$ cat src/rtl/bfrv_pkg.sv
// Shared types and constants for the bounded FIFO with remove-by-value.
// Used by every module in rtl/; depends on nothing else.
package bfrv_pkg;

  // Fixed field widths of the request and result words
  localparam int unsigned MODE_W   = 2;
  localparam int unsigned VALUE_W  = 32;
  localparam int unsigned STATUS_W = 2;
  localparam int unsigned OCC_W    = 5;
  localparam int unsigned LIMIT_W  = 5;

  // Defaults for the top-level parameters
  localparam int unsigned DEPTH_DEF      = 16;
  localparam int unsigned DATA_WIDTH_DEF = 32;

  // Capacity limit after reset
  localparam logic [LIMIT_W-1:0] LIMIT_RESET = 5'd16;

  // Request modes (code 3 is unused and acts as a no-op)
  localparam logic [MODE_W-1:0] MODE_PUSH   = 2'd0;
  localparam logic [MODE_W-1:0] MODE_POP    = 2'd1;
  localparam logic [MODE_W-1:0] MODE_REMOVE = 2'd2;

  // Result status codes
  localparam logic [STATUS_W-1:0] ST_DONE      = 2'd0;
  localparam logic [STATUS_W-1:0] ST_FULL      = 2'd1;
  localparam logic [STATUS_W-1:0] ST_EMPTY     = 2'd2;
  localparam logic [STATUS_W-1:0] ST_NOT_FOUND = 2'd3;

  // Request word
  typedef struct packed {
    logic [MODE_W-1:0]  mode;
    logic [VALUE_W-1:0] value;
  } req_t;

  // Result word
  typedef struct packed {
    logic [STATUS_W-1:0] status;
    logic [VALUE_W-1:0]  popped_value;
    logic [OCC_W-1:0]    occupancy;
  } rsp_t;

  // Per-cell control from the top level
  typedef struct packed {
    logic load;    // write the bus value into this cell
    logic shift;   // take the younger neighbor's value
    logic cmp_en;  // capture the compare result against the bus value
  } cell_ctrl_t;

endpackage

$ cat src/rtl/bfrv_cell.sv
// One storage cell of the FIFO chain: holds an entry, compares it, and
// shifts toward the head. Depends on bfrv_pkg.
module bfrv_cell import bfrv_pkg::*; #(
  parameter int unsigned DATA_WIDTH = DATA_WIDTH_DEF
) (
  input  logic                  clk_i,
  input  cell_ctrl_t            ctrl_i,
  input  logic [DATA_WIDTH-1:0] bus_data_i,
  input  logic [DATA_WIDTH-1:0] next_data_i,
  output logic [DATA_WIDTH-1:0] data_o,
  output logic                  match_o
);

  logic [DATA_WIDTH-1:0] data_q;
  logic                  match_q;

  // Entry storage: load on push, take neighbor on pop/remove
  always_ff @(posedge clk_i) begin
    if (ctrl_i.load) begin
      data_q <= bus_data_i;
    end else if (ctrl_i.shift) begin
      data_q <= next_data_i;
    end
  end

  // Registered compare for the remove search
  always_ff @(posedge clk_i) begin
    if (ctrl_i.cmp_en) begin
      match_q <= (data_q == bus_data_i);
    end
  end

  assign data_o  = data_q;
  assign match_o = match_q;

endmodule

$ cat src/rtl/bfrv_seek.sv
// Finds the oldest matching cell and builds the shift mask for a remove.
// Log-depth prefix OR over the match bits. Depends on bfrv_pkg.
module bfrv_seek import bfrv_pkg::*; #(
  parameter int unsigned DEPTH = DEPTH_DEF
) (
  input  logic [DEPTH-1:0] match_i,
  output logic [DEPTH-1:0] shift_o,
  output logic             found_o
);

  localparam int unsigned LV = $clog2(DEPTH);

  logic [DEPTH-1:0] pre [LV+1];

  // Prefix OR: bit i set when some cell at or below i matched
  always_comb begin
    pre[0] = match_i;
    for (int l = 0; l < LV; l++) begin
      for (int i = 0; i < DEPTH; i++) begin
        if (i >= (1 << l)) begin
          pre[l+1][i] = pre[l][i] | pre[l][i - (1 << l)];
        end else begin
          pre[l+1][i] = pre[l][i];
        end
      end
    end
  end

  assign shift_o = pre[LV];
  assign found_o = pre[LV][DEPTH-1];

endmodule

$ cat src/rtl/bounded_fifo_with_remove_by_value.sv
// Bounded FIFO with remove-by-value, built as a chain of shifting cells.
// Depends on bfrv_pkg, bfrv_cell and bfrv_seek.
//
// Request channel (in_valid_i / in_stall_o / in_word_i): push, pop or
// remove. Result channel (out_valid_o / out_stall_i / out_word_o): one word
// per request with status, popped value and occupancy after the request.
// Configuration: cfg_we_i writes cfg_wdata_i into the capacity limit; write
// only while the block is idle.
//
// Push, pop and the no-op mode finish at the accepting edge: their result
// is visible after that edge. In a remove, the cells first register their
// compares; then the oldest match is found and the entries above it shift
// down one place, and no request is taken until the search is done.
// Push and pop sustain one word per cycle while the result buffer has room.
// A two-word result buffer sits between the store and the result channel,
// so one request is still taken while a result waits; with two results
// waiting, in_stall_o stays high until the receiver drops out_stall_i.
// Reset empties the store, clears the result buffer and sets the limit
// to 16; no clearing pass is needed.
module bounded_fifo_with_remove_by_value import bfrv_pkg::*; #(
  parameter int unsigned DEPTH      = DEPTH_DEF,
  parameter int unsigned DATA_WIDTH = DATA_WIDTH_DEF
) (
  input  logic               clk_i,
  input  logic               rst_ni,
  input  logic               cfg_we_i,
  input  logic [LIMIT_W-1:0] cfg_wdata_i,
  input  logic               in_valid_i,
  output logic               in_stall_o,
  input  req_t               in_word_i,
  output logic               out_valid_o,
  input  logic               out_stall_i,
  output rsp_t               out_word_o
);

  localparam int unsigned CNT_W = $clog2(DEPTH + 1);
  localparam int unsigned CMP_W = (CNT_W > LIMIT_W) ? CNT_W : LIMIT_W;

  typedef enum logic [1:0] {
    S_IDLE = 2'b01,
    S_SEEK = 2'b10
  } state_e;

  state_e             state_q, state_d;
  logic [CNT_W-1:0]   cnt_q, cnt_d;
  logic [LIMIT_W-1:0] limit_q;

  logic                  in_acc;
  logic                  room;
  logic                  is_push, is_pop, is_remove;
  logic                  seek;
  logic [DATA_WIDTH-1:0] bus_data;
  logic [DATA_WIDTH-1:0] cell_data [DEPTH];
  logic [DEPTH-1:0]      cell_match;
  logic [DEPTH-1:0]      match_vld;
  logic [DEPTH-1:0]      seek_shift;
  logic                  found;
  cell_ctrl_t            ctrl [DEPTH];

  logic res_wr;
  rsp_t res;

  rsp_t       oq_q [2];
  logic [1:0] oq_cnt_q, oq_cnt_d;
  logic       oq_pop;

  // Handshake and request decode
  assign in_stall_o = (state_q != S_IDLE) | (oq_cnt_q == 2'd2);
  assign in_acc     = in_valid_i & ~in_stall_o;
  assign is_push    = (in_word_i.mode == MODE_PUSH);
  assign is_pop     = (in_word_i.mode == MODE_POP);
  assign is_remove  = (in_word_i.mode == MODE_REMOVE);
  assign seek       = (state_q == S_SEEK);
  assign bus_data   = DATA_WIDTH'(in_word_i.value);
  assign room       = (cnt_q < CNT_W'(DEPTH)) & (CMP_W'(cnt_q) < CMP_W'(limit_q));

  // Capacity limit register
  always_ff @(posedge clk_i or negedge rst_ni) begin
    if (!rst_ni) begin
      limit_q <= LIMIT_RESET;
    end else if (cfg_we_i) begin
      limit_q <= cfg_wdata_i;
    end
  end

  // Cell chain
  for (genvar i = 0; i < DEPTH; i++) begin : g_cell
    logic [DATA_WIDTH-1:0] nbr;

    if (i + 1 < DEPTH) begin : g_mid
      assign nbr = cell_data[i+1];
    end else begin : g_end
      assign nbr = cell_data[i];
    end

    assign ctrl[i].load   = in_acc & is_push & room & (cnt_q == CNT_W'(i));
    assign ctrl[i].shift  = (in_acc & is_pop & (cnt_q != '0))
                          | (seek & found & seek_shift[i]);
    assign ctrl[i].cmp_en = in_acc & is_remove;
    assign match_vld[i]   = cell_match[i] & (CNT_W'(i) < cnt_q);

    bfrv_cell #(
      .DATA_WIDTH (DATA_WIDTH)
    ) u_cell (
      .clk_i       (clk_i),
      .ctrl_i      (ctrl[i]),
      .bus_data_i  (bus_data),
      .next_data_i (nbr),
      .data_o      (cell_data[i]),
      .match_o     (cell_match[i])
    );
  end

  // Oldest-match search
  bfrv_seek #(
    .DEPTH (DEPTH)
  ) u_seek (
    .match_i (match_vld),
    .shift_o (seek_shift),
    .found_o (found)
  );

  // Sequencer, occupancy and result word
  always_comb begin
    state_d          = state_q;
    cnt_d            = cnt_q;
    res_wr           = 1'b0;
    res.status       = ST_DONE;
    res.popped_value = '0;
    unique case (state_q)
      S_IDLE: begin
        if (in_acc) begin
          res_wr = 1'b1;
          priority if (is_push) begin
            if (room) begin
              cnt_d = cnt_q + CNT_W'(1);
            end else begin
              res.status = ST_FULL;
            end
          end else if (is_pop) begin
            if (cnt_q != '0) begin
              cnt_d            = cnt_q - CNT_W'(1);
              res.popped_value = VALUE_W'(cell_data[0]);
            end else begin
              res.status = ST_EMPTY;
            end
          end else if (is_remove) begin
            res_wr  = 1'b0;
            state_d = S_SEEK;
          end else begin
            res.status = ST_DONE;
          end
        end
      end
      S_SEEK: begin
        res_wr  = 1'b1;
        state_d = S_IDLE;
        if (found) begin
          cnt_d = cnt_q - CNT_W'(1);
        end else begin
          res.status = ST_NOT_FOUND;
        end
      end
      default: begin
        state_d = S_IDLE;
      end
    endcase
    res.occupancy = OCC_W'(cnt_d);
  end

  always_ff @(posedge clk_i or negedge rst_ni) begin
    if (!rst_ni) begin
      state_q <= S_IDLE;
      cnt_q   <= '0;
    end else begin
      state_q <= state_d;
      cnt_q   <= cnt_d;
    end
  end

  // Two-word result buffer
  assign out_valid_o = (oq_cnt_q != 2'd0);
  assign out_word_o  = oq_q[0];
  assign oq_pop      = out_valid_o & ~out_stall_i;
  assign oq_cnt_d    = oq_cnt_q + {1'b0, res_wr} - {1'b0, oq_pop};

  always_ff @(posedge clk_i) begin
    if (oq_pop) begin
      oq_q[0] <= (res_wr && oq_cnt_q == 2'd1) ? res : oq_q[1];
    end else if (res_wr && oq_cnt_q == 2'd0) begin
      oq_q[0] <= res;
    end
    if (res_wr && (oq_cnt_q - {1'b0, oq_pop}) == 2'd1) begin
      oq_q[1] <= res;
    end
  end

  always_ff @(posedge clk_i or negedge rst_ni) begin
    if (!rst_ni) begin
      oq_cnt_q <= 2'd0;
    end else begin
      oq_cnt_q <= oq_cnt_d;
    end
  end

`ifndef SYNTHESIS
  // Occupancy never exceeds the physical depth
  a_cnt_bound: assert property (@(posedge clk_i) disable iff (!rst_ni)
    cnt_q <= CNT_W'(DEPTH))
    else $error("occupancy above depth");

  // A result is never written into a full result buffer
  a_oq_room: assert property (@(posedge clk_i) disable iff (!rst_ni)
    !(res_wr && oq_cnt_q == 2'd2))
    else $error("result buffer overflow");

  // The search phase is always followed by the idle state
  a_seek_len: assert property (@(posedge clk_i) disable iff (!rst_ni)
    seek |=> state_q == S_IDLE)
    else $error("search phase overran");

  // A push with room grows the store by one
  a_push_inc: assert property (@(posedge clk_i) disable iff (!rst_ni)
    (in_acc && is_push && room) |=> cnt_q == $past(cnt_q) + CNT_W'(1))
    else $error("push did not grow occupancy");

  // No request is taken during the search phase
  a_seek_stall: assert property (@(posedge clk_i) disable iff (!rst_ni)
    seek |-> in_stall_o)
    else $error("request taken during search");
`endif

endmodule

$ cat config.mk
export PLATFORM = sky130hd
export DESIGN_NAME = bounded_fifo_with_remove_by_value
export DESIGN_NICKNAME = d
export VERILOG_FILES = /design/src/rtl/bfrv_pkg.sv /design/src/rtl/bfrv_cell.sv /design/src/rtl/bfrv_seek.sv /design/src/rtl/bounded_fifo_with_remove_by_value.sv
export SDC_FILE = /design/constraint.sdc
export NUM_CORES = 1
export LEC_CHECK = 0
export BUFFER_PORTS_ARGS = -buffer_cell sky130_fd_sc_hd__buf_2
export CORE_MARGIN = 2
export CORE_UTILIZATION = 28
export CTS_CLUSTER_DIAMETER = 100
export DETAILED_ROUTE_END_ITERATION = 12
export SLEW_MARGIN = 15
export SYNTH_ARGS = -nofsm -noshare
export SYNTH_HDL_FRONTEND = slang
export SYNTH_SLANG_ARGS = --single-unit
export TNS_END_PERCENT = 10
$ cat constraint.sdc
create_clock -name clk_i -period 4.35 [get_ports clk_i]
set_input_delay 0.2175 -clock clk_i [delete_from_list [all_inputs] [get_ports clk_i]]
set_output_delay 0.2175 -clock clk_i [all_outputs]
set_load 0.005 [all_outputs]
# Word level (Yosys, flattened, before mapping)
# Memories as Yosys holds them, arrays and structs flattened.
# Cells that the tools add are included.
[word_totals] ff_bits=542 ram_bits=78 input_bits=44 output_inout_bits=41 n_memories=1
[classes] add_sub_neg=5 order_cmp=18 n_eq_ne=43 mux=67 bitwise_logic=124 n_reduce_logical=24
[mem_list] memory="oq_q" depth=2 width=39 read_ports=2 rd_ports_with_merged_regs=0 wr=2 line_no="bounded_fifo_with_remove_by_value.sv:63" source="rsp_t oq_q [2];"
[ops] operator="two-way mux 32 bit" n=34
[ops] operator="equality test 32 bit" n=16
[ops] operator="two-way mux 39 bit" n=2
[ops] operator="OR 1 bit" n=66
[ops] operator="AND 1 bit" n=56
[ops] operator="equality test 5 x 4 -> 1 bit, second input constant" n=8
[ops] operator="less-than comparator 4 x 5 -> 1 bit, first input constant" n=8
[ops] operator="two-way mux 34 bit" n=1
[ops] operator="nonzero test 2 bit" n=16
[ops] operator="two-way mux 5 bit" n=6
[ops] operator="equality test 5 x 3 -> 1 bit, second input constant" n=4
[ops] operator="less-than comparator 3 x 5 -> 1 bit, first input constant" n=4
[ops] operator="two-way mux 2 bit" n=9
[ops] operator="two-way mux 1 bit" n=12
[ops] operator="equality test 5 x 2 -> 1 bit, second input constant" n=2
[ops] operator="less-than comparator 1 x 5 -> 1 bit, first input constant" n=2
[ops] operator="less-than comparator 2 x 5 -> 1 bit, first input constant" n=2
[ops] operator="case mux 5 bit (2 select lines)" n=1
[ops] operator="equality test 2 x 1 -> 1 bit, second input constant" n=4
[ops] operator="inequality test 2 bit, second input constant" n=4
[ops] operator="equality test 2 bit, second input constant" n=3
[ops] operator="adder 5 x 1 -> 5 bit, second input constant" n=1
[ops] operator="equality test 5 x 1 -> 1 bit, second input constant" n=1
[ops] operator="zero test 5 bit" n=1
[ops] operator="13 further kinds" n=18

# Depth between registers and ports, before layout
# Gate-level depths: netlist of run 1.
[depth] ltp_word=11 mapped_depth=12

# Hierarchy
# A second synthesis of run 1 with hierarchy kept.
[unflattened] hier_cells=2272 area_unflattened_um2=32881.5
[modules_own_cells] mod="bfrv_cell" n_inst=16 cells_per_inst=113 area_each_um2=1729.2
[modules_own_cells] mod="bounded_fifo_with_remove_by_value" n_inst=1 cells_per_inst=443 area_each_um2=5064.9
[modules_own_cells] mod="bfrv_seek" n_inst=1 cells_per_inst=21 area_each_um2=150.1

# Least setup slack after synthesis of run 1
# No wires, ideal clock.
[synth_path] path_kind="register -> register" start="reg limit_q[4]" end="reg g_cell[15].u_cell.data_q[0], enable pin" setup_ns=0.461 t_arrival_ns=4.093 t_required_ns=3.889 path_slack_ns=-0.205 path_stages_with_launch=10 path_buffers=1 period_less_slack_ns=4.555 path_cell_list="dfstp_2 inv_1 ha_1 or3_1 a311oi_2 nor2_2 nor2_4 buf_8 nand2_1 nor3_1"
[synth_lines] element="from (decl)" line_no="bounded_fifo_with_remove_by_value.sv:46" source="logic [LIMIT_W-1:0] limit_q;"
[synth_lines] element="from (signal assigned)" line_no="bounded_fifo_with_remove_by_value.sv:82" source="limit_q <= cfg_wdata_i;"
[synth_lines] element="to (signal assigned)" line_no="bfrv_cell.sv:20" source="data_q <= bus_data_i;"
[synth_lines] element="to (signal assigned)" line_no="bfrv_cell.sv:22" source="data_q <= next_data_i;"
[synth_lines] element="to (decl)" line_no="bfrv_cell.sv:14" source="logic [DATA_WIDTH-1:0] data_q;"

# Worst setup path after layout of run 1
[layout_path] start="reg cnt_q[2]" end="reg g_cell[8].u_cell.data_q[7], enable pin"
[layout_via] elab_chain_cells=10 word_cells_on_any_way=67 cone_classes="18 x order compare; 1 x eq/ne; 46 x bitwise; 2 x reduce/logical"
[layout_lines] element="from (decl)" line_no="bounded_fifo_with_remove_by_value.sv:45" source="logic [CNT_W-1:0] cnt_q, cnt_d;"
[layout_lines] element="from (signal assigned)" line_no="bounded_fifo_with_remove_by_value.sv:177" source="cnt_q <= cnt_d;"
[layout_lines] element="less-than comparator 4 x 5 -> 1 bit, or another cell as far along" line_no="bounded_fifo_with_remove_by_value.sv:100" source="assign match_vld[i] = cell_match[i] & (CNT_W'(i) < cnt_q);"
[layout_lines] element="AND 1 bit" line_no="bounded_fifo_with_remove_by_value.sv:100"
[layout_lines] element="OR 1 bit (4 in series)" line_no="bfrv_seek.sv:21" source="pre[l+1][i] = pre[l][i] | pre[l][i - (1 << l)];"
[layout_lines] element="AND 1 bit"
[layout_lines] element="AND 1 bit" line_no="bounded_fifo_with_remove_by_value.sv:98" source="| (seek & found & seek_shift[i]);"
[layout_lines] element="OR 1 bit" line_no="bounded_fifo_with_remove_by_value.sv:98"
[layout_lines] element="nonzero test 2 bit (no source line) (*)"
[layout_lines] element="to (signal assigned)" line_no="bfrv_cell.sv:20"
[layout_lines] element="to (signal assigned)" line_no="bfrv_cell.sv:22"
[layout_lines] element="to (decl)" line_no="bfrv_cell.sv:14"
# Mark *: on every way between the ends. The rest lies on a longest branch, timed or not.
# A chain may end at the register's enable or synchronous reset.

==> flow_summary.ini, run 1 <==
[sta]
setup_tns_ns = 0
max-slew-margin-rel_pct = 22.9
slew_violations = 0
setup_viol_count_final = 0
fin_crit_sh_pct = 87.0
skew_ns = 0.0133
hold_viol_final = 0
tightest_slew_ns = 1.14
rsz0062_at_grt = false
fmax_ghz = 0.264
fin_crit_ns = 3.78

[yosys]
async_flop_share_pct = 2.26
synth-main-ff-cell = edfxtp_1
yosysSeqAreaShare_pct = 54.7
synth_edf_count = 606
synthAdderAreaFrac_pct = 0.509
synth_top_family_by_area = multiplexers
synth.distinct_cells = 70
syn_inst = 2347
synth_xor_area_share_pct = 13.3
synth.area.mux_share_pct = 19.6
synth-simple-area-share_pct = 5.91
avgSynthCellArea_um2 = 14.5
syn_area_um2 = 33900
synth_compound_area_share_pct = 1.88
ys_ff_latch = 620
ys_warn_count = 0
synth_nets = 2404

[critical_path]
r2r_start = cnt_q[2]
rr_worst_depth = 8
cp-start-kind = flip-flop
cp.arrival_ns = 4.07
critPathLaunch = cnt_q[2]
crit_fanout = 32
critical_path_class = flip-flop to flip-flop
r2r_slack_ns = 0.57
cp.required_ns = 4.64
reg2reg_to = g_cell[8].u_cell.data_o[7]
endpoint_kind = flip-flop

[route]
via_per_inst = 4.53
drtIter0Drc = 1379
post_drt_wl_per_cell_um = 20.8
ant_nets = 0
dr.pass1.iters = 5
drt-total-wl_mm = 83.1
vias = 18100
drc = 0

[pwr]
p_per_area_nw_per_um2 = 478
p_leak_nw = 13.8
irDropWorstVdd_uv = 366
p_total_mw = 18.0

[floorplanning]
initial_core_util_pct = 28.3
core_area_um2 = 120000
die_x_um = 352
rows = 127
ioPinCount = 85
die_h_um = 352
dieArea_um2 = 124000

[global_routing]
grt_max_degree = 40
grt_usage_pct = 13.2
grt_overflow = 0
grt_pass1_wl_mm = 124
grt_pass1_vias = 18800
grt_antenna_before_repair = 1

[clocking]
cts_max_path_buffers = 3
cts-root-buf = clkbuf_16
cts_sinks = 620
cts_buffers = 59
cts_max_level = 2
clk_pin_slew_ns = 0.06
worst_skew_pair.late_latency_ns = 0.64
cts_tree = done
cts_resized = 0

[layout]
drive_gt1_share_pct = 31.7
multi_input_area_um2 = 14000
final_cells = 4003
nFillCells = 11800
nNetsFinal = 2404
fin_area_um2 = 37700
area_growth_pct = 11.1
regArea_um2 = 18600
antenna-diode-count = 0

[place]
port_buffers = 84
dp_hpwl_mm = 61.1
place.gp.congestion = 0.869
placedCellCount = 3876
postPlaceCellArea_um2 = 35600

[job]
cap_viol_max_count = 0

[hold_path]
hold_class = input port to asynchronous set/reset pin

[outcome]
status = finished clean
## power breakdown
part	switching, mW	internal, mW	total (mW)
logic	2.44	1.74	4.18
clock network	2.26	2.81	5.06
registers	0.655	8.12	8.78
total	5.35	12.7	18.0
## flip-flops by register name (all words and copies together) (netlist names)
register / count
g_cell.u_cell.match_o: 16
oq_cnt_q: 2
state_q: 2
oq_q: 78
cnt_q: 5
g_cell.u_cell.data_o: 512
limit_q: 5
## area by class of cell
class | count | share of cell area (%)
flip-flops and latches | 620 | 49.2
multi-input cells | 1464 | 37.1
well taps | 1612 | 5.35
clock buffers | 74 | 4.12
repair buffers | 182 | 3.25
clock inverters | 31 | 0.734
inverters | 20 | 0.199
## critical path, cell delays in order (launching register included)
cell and delay (ns):
dfrtp_1 0.36, buf_4 0.33, or2_0 0.37, o221ai_1 0.23, nor3b_1 0.19, a41oi_1 0.92, o21ai_0 0.43, nand3_1 0.19
buf_4 0.39
## cells by family after synthesis
family / count (synthesis)
AO/OA/AOI/OAI: 94
multiplexers: 516
buffers and inverters: 263
XOR/XNOR: 515
adder cells (fa/ha/maj): 14
AND/OR/NAND/NOR: 325
flip-flops: 620
## routing by layer
metal  global-route usage [%]  share of wire (%)  up-vias
met5                        0                  0        -
met4                     3.19                2.1        0
met3                     1.72                4.4      114
met2                     22.7                 49      407
met1                     17.5                 44     9064
li1                         -                  -     8539
## placed cells by master, fill, tap and decap left out, drive strengths merged, types with 3 or more instances in the layout
cell and instances:
nor4 129, o21a 3, nor2 42, edfxtp 606, or2 3, ha 13, o21ai 28, dlygate4sd3 22
o31ai 9, nand4 37, nand3 10, o211ai 6, nand4b 3, a21oi 14, bufinv 5, mux2 515
clkbuf 74, clkinv 22, inv 24, a31oi 10, dfrtp 12, nand2 30, a21o 3, or3 4
xor2 512, buf 160, and3 11, and2 36, nand2b 4, nor3 5, xnor2 3
## through the flow
stage | hold slack (ns) | setup slack (ns) | utilization, %
after floorplan | -0.0781 | 0.632 | -
after global routing | 0.0205 | 0.347 | 31.4
after detailed placement | 0.154 | 0.650 | 29.7
after CTS | 0.0101 | 0.627 | 31.4
after global placement | 0.149 | 0.690 | 29.7
final | 0.0403 | 0.567 | 31.4
## how the worst max path moves through the flow
| stage | end | slack (ns) |
|---|---|---|
| floorplan | g_cell[4].u_cell.data_o[0] | 0.63 |
| global placement | g_cell[1].u_cell.data_o[7] | 0.69 |
| detailed placement | g_cell[8].u_cell.data_o[5] | 0.65 |
| CTS | g_cell[8].u_cell.data_o[7] | 0.63 |
| global route | g_cell[8].u_cell.data_o[19] | 0.35 |
| finish | g_cell[8].u_cell.data_o[7] | 0.57 |
## synth_stat cells, types with 11 or more instances
master / n / share of area (%)
edfxtp_1: 606 / 54
xor2_1: 512 / 13
mux2_2: 274 / 9.1
mux2_4: 222 / 9.8
nor4_1: 129 / 2.4
clkbuf_1: 105 / 1.2
buf_4: 40 / 0.89
nor2_1: 38 / 0.42
and2_1: 36 / 0.66
buf_1: 36 / 0.40
buf_2: 33 / 0.49
nand4_1: 32 / 0.59
nand2_1: 30 / 0.33
buf_6: 28 / 0.93
o21ai_0: 28 / 0.41
inv_1: 20 / 0.22
mux2_1: 19 / 0.63
a21oi_1: 13 / 0.19
ha_1: 13 / 0.48
dfrtp_1: 12 / 0.89
and3_1: 11 / 0.20
## what timing repair did
item / 4_1_cts / 5_1_grt
hold buffers: 22 / 0
endpoints found under the hold margin: 33 / 0
buffers inserted: 0 / 0
No activity file was read; power rests on OpenSTA's default activity.
==> inputs of run 2 (changes only) <==
--- a/config.mk
+++ b/config.mk
@@ -10,8 +10,9 @@
 export CORE_UTILIZATION = 28
 export CTS_CLUSTER_DIAMETER = 100
 export DETAILED_ROUTE_END_ITERATION = 12
+export PLACE_DENSITY = 0.49
 export SLEW_MARGIN = 15
 export SYNTH_ARGS = -nofsm -noshare
 export SYNTH_HDL_FRONTEND = slang
 export SYNTH_SLANG_ARGS = --single-unit
-export TNS_END_PERCENT = 10
+export TNS_END_PERCENT = 1
==> flow_summary.ini, run 2 (synthesis results as in run 1) <==
[outcome]
status = finished clean

[layout]
fin_util_pct = 31.7
area_growth_pct = 12.3
nNetsFinal = 2423
drive_gt1_share_pct = 32.6
mostFrequentLayoutCell = edfxtp_1
layout_common_cells = 606 x edfxtp_1, 512 x xor2_1, 274 x mux2_2
fin_area_um2 = 38100
largest_reg_flops = 512

[route]
post_drt_wl_per_cell_um = 23.4
drtIter0Drc = 1412
vias = 18900
via_per_inst = 4.68
drt-total-wl_mm = 94.3
dr.pass1.iters = 6
ant_nets = 0
drc = 0

[critical_path]
endpoint_kind = flip-flop
cp.arrival_ns = 4.19
critical_path_class = flip-flop to flip-flop
crit_fanout = 32
cp-start-kind = flip-flop
cp.required_ns = 4.69

[clocking]
cts_tree = done
clk_pin_slew_ns = 0.06
cts_max_path_buffers = 3
cts_sinks = 620
worst_skew_pair.late_latency_ns = 0.63
cts_buffers = 71
cts_max_level = 3
cts-root-buf = clkbuf_16

[floorplanning]
initial_core_util_pct = 28.3
die_x_um = 352
core_area_um2 = 120000
dieArea_um2 = 124000
ioPinCount = 85
die_h_um = 352
rows = 127

[pwr]
internal_power_mw = 13.2
clkPwrFrac_pct = 30.6
irDropWorstVdd_uv = 302
p_per_area_nw_per_um2 = 498
p_leak_nw = 14.0
netSwitchingFraction_pct = 30.4
switchingPower_mw = 5.76
p_comb_share_pct = 22.7
p_seq_share_pct = 46.7

[sta]
setup_tns_ns = 0
slew_violations = 0
setup_viol_count_final = 0
rsz0062_at_grt = false
hold_viol_final = 0
fin_crit_sh_pct = 88.6
skew_ns = 0.0383
tightest_slew_ns = 0.969
max-slew-margin-rel_pct = 35.4
fin_crit_ns = 3.85
fmax_ghz = 0.259

[global_routing]
grt_usage_pct = 14.9
grt_antenna_before_repair = 4
grt_overflow = 0
grt_pass1_wl_mm = 139
grt_max_degree = 42
grt_pass1_vias = 19700

[place]
postPlaceCellArea_um2 = 35700
port_buffers = 84
place.gp.congestion = 0.837
dp_hpwl_mm = 67.8

[job]
cap_viol_max_count = 0

[hold_path]
hold_class = input port to asynchronous set/reset pin
==> run 2: critical path, cell delays in order, from the launching register on <==
cell	delay [ns]
dfrtp_1	0.72
ha_1	0.27
or4b_1	0.46
a21oi_2	0.26
o211ai_2	0.21
nor2_1	0.34
o211ai_1	0.18
o21ai_0	0.69
nand3_1	0.15
buf_4	0.29
==> run 2: what timing repair did <==
action,in CTS,in global routing
buffers inserted,0,0
gates resized for setup,0,0
hold buffers,17,0
hold endpoints to repair,21,0
endpoints found under the setup margin,0,0
==> run 2: power by group through the flow <==
| stage | clock [mW] | sequential [mW] | combinational, mW |
|---|---|---|---|
| 2_1_floorplan | 0 | 8.68 | 3.20 |
| 3_3_place_gp | 0 | 8.98 | 4.26 |
| 3_5_place_dp | 0 | 8.97 | 4.29 |
| 4_1_cts | 5.93 | 8.86 | 4.34 |
| 5_1_grt | 6.15 | 8.94 | 4.69 |
| 6_report | 5.79 | 8.84 | 4.31 |
==> run 2: layout make-up <==
class                   instances  area [µm²]
clock buffers                  91        1870
diodes                          2        5.00
fillers                     11800       81900
clock inverters                30         307
well taps                    1612        2020
multi-input cells            1464       14000
flip-flops and latches        620       18600
inverters                      20        75.1
repair buffers                189        1260
==> run 2: path summary, 6_finish.rpt <==
| path | from | end | slack [ns] | cells after the start |
|---|---|---|---|---|
| max | cnt_q[0] | g_cell[11].u_cell.data_o[18] | 0.50 | 9 |
| min | rst_ni | oq_cnt_q[1] | 0.05 | 2 |
| max reg2reg | cnt_q[0] | g_cell[11].u_cell.data_o[18] | 0.50 | 9 |
| min reg2reg | oq_q[0][77] | oq_q[0][38] | 0.53 | 2 |
| max in group asynchronous | rst_ni | state_q[0] | 4.00 | 2 |
| min in group clk_i | in_valid_i | state_q[1] | 0.06 | 3 |
==> run 2: metal layers <==
metal | GRT usage, % | wire length [µm] | vias up
li1 | - | - | 8605
met1 | 21.5 | 45700 | 9648
met2 | 23.4 | 42500 | 476
met3 | 2.03 | 3830 | 125
met4 | 3.98 | 2220 | 6
met5 | 0 | 44 | -
==> run 2: stage by stage <==
stage	setup WS [ns]	hold slack, ns	power, mW	instances
finish	0.496	0.0501	18.9	4028
detailed placement	0.574	0.146	13.3	3888
floorplan	0.632	-0.0781	11.9	2347
global placement	0.567	0.138	13.2	3888
global route	0.356	0.0589	19.8	4026
CTS	0.584	0.0174	19.1	4026
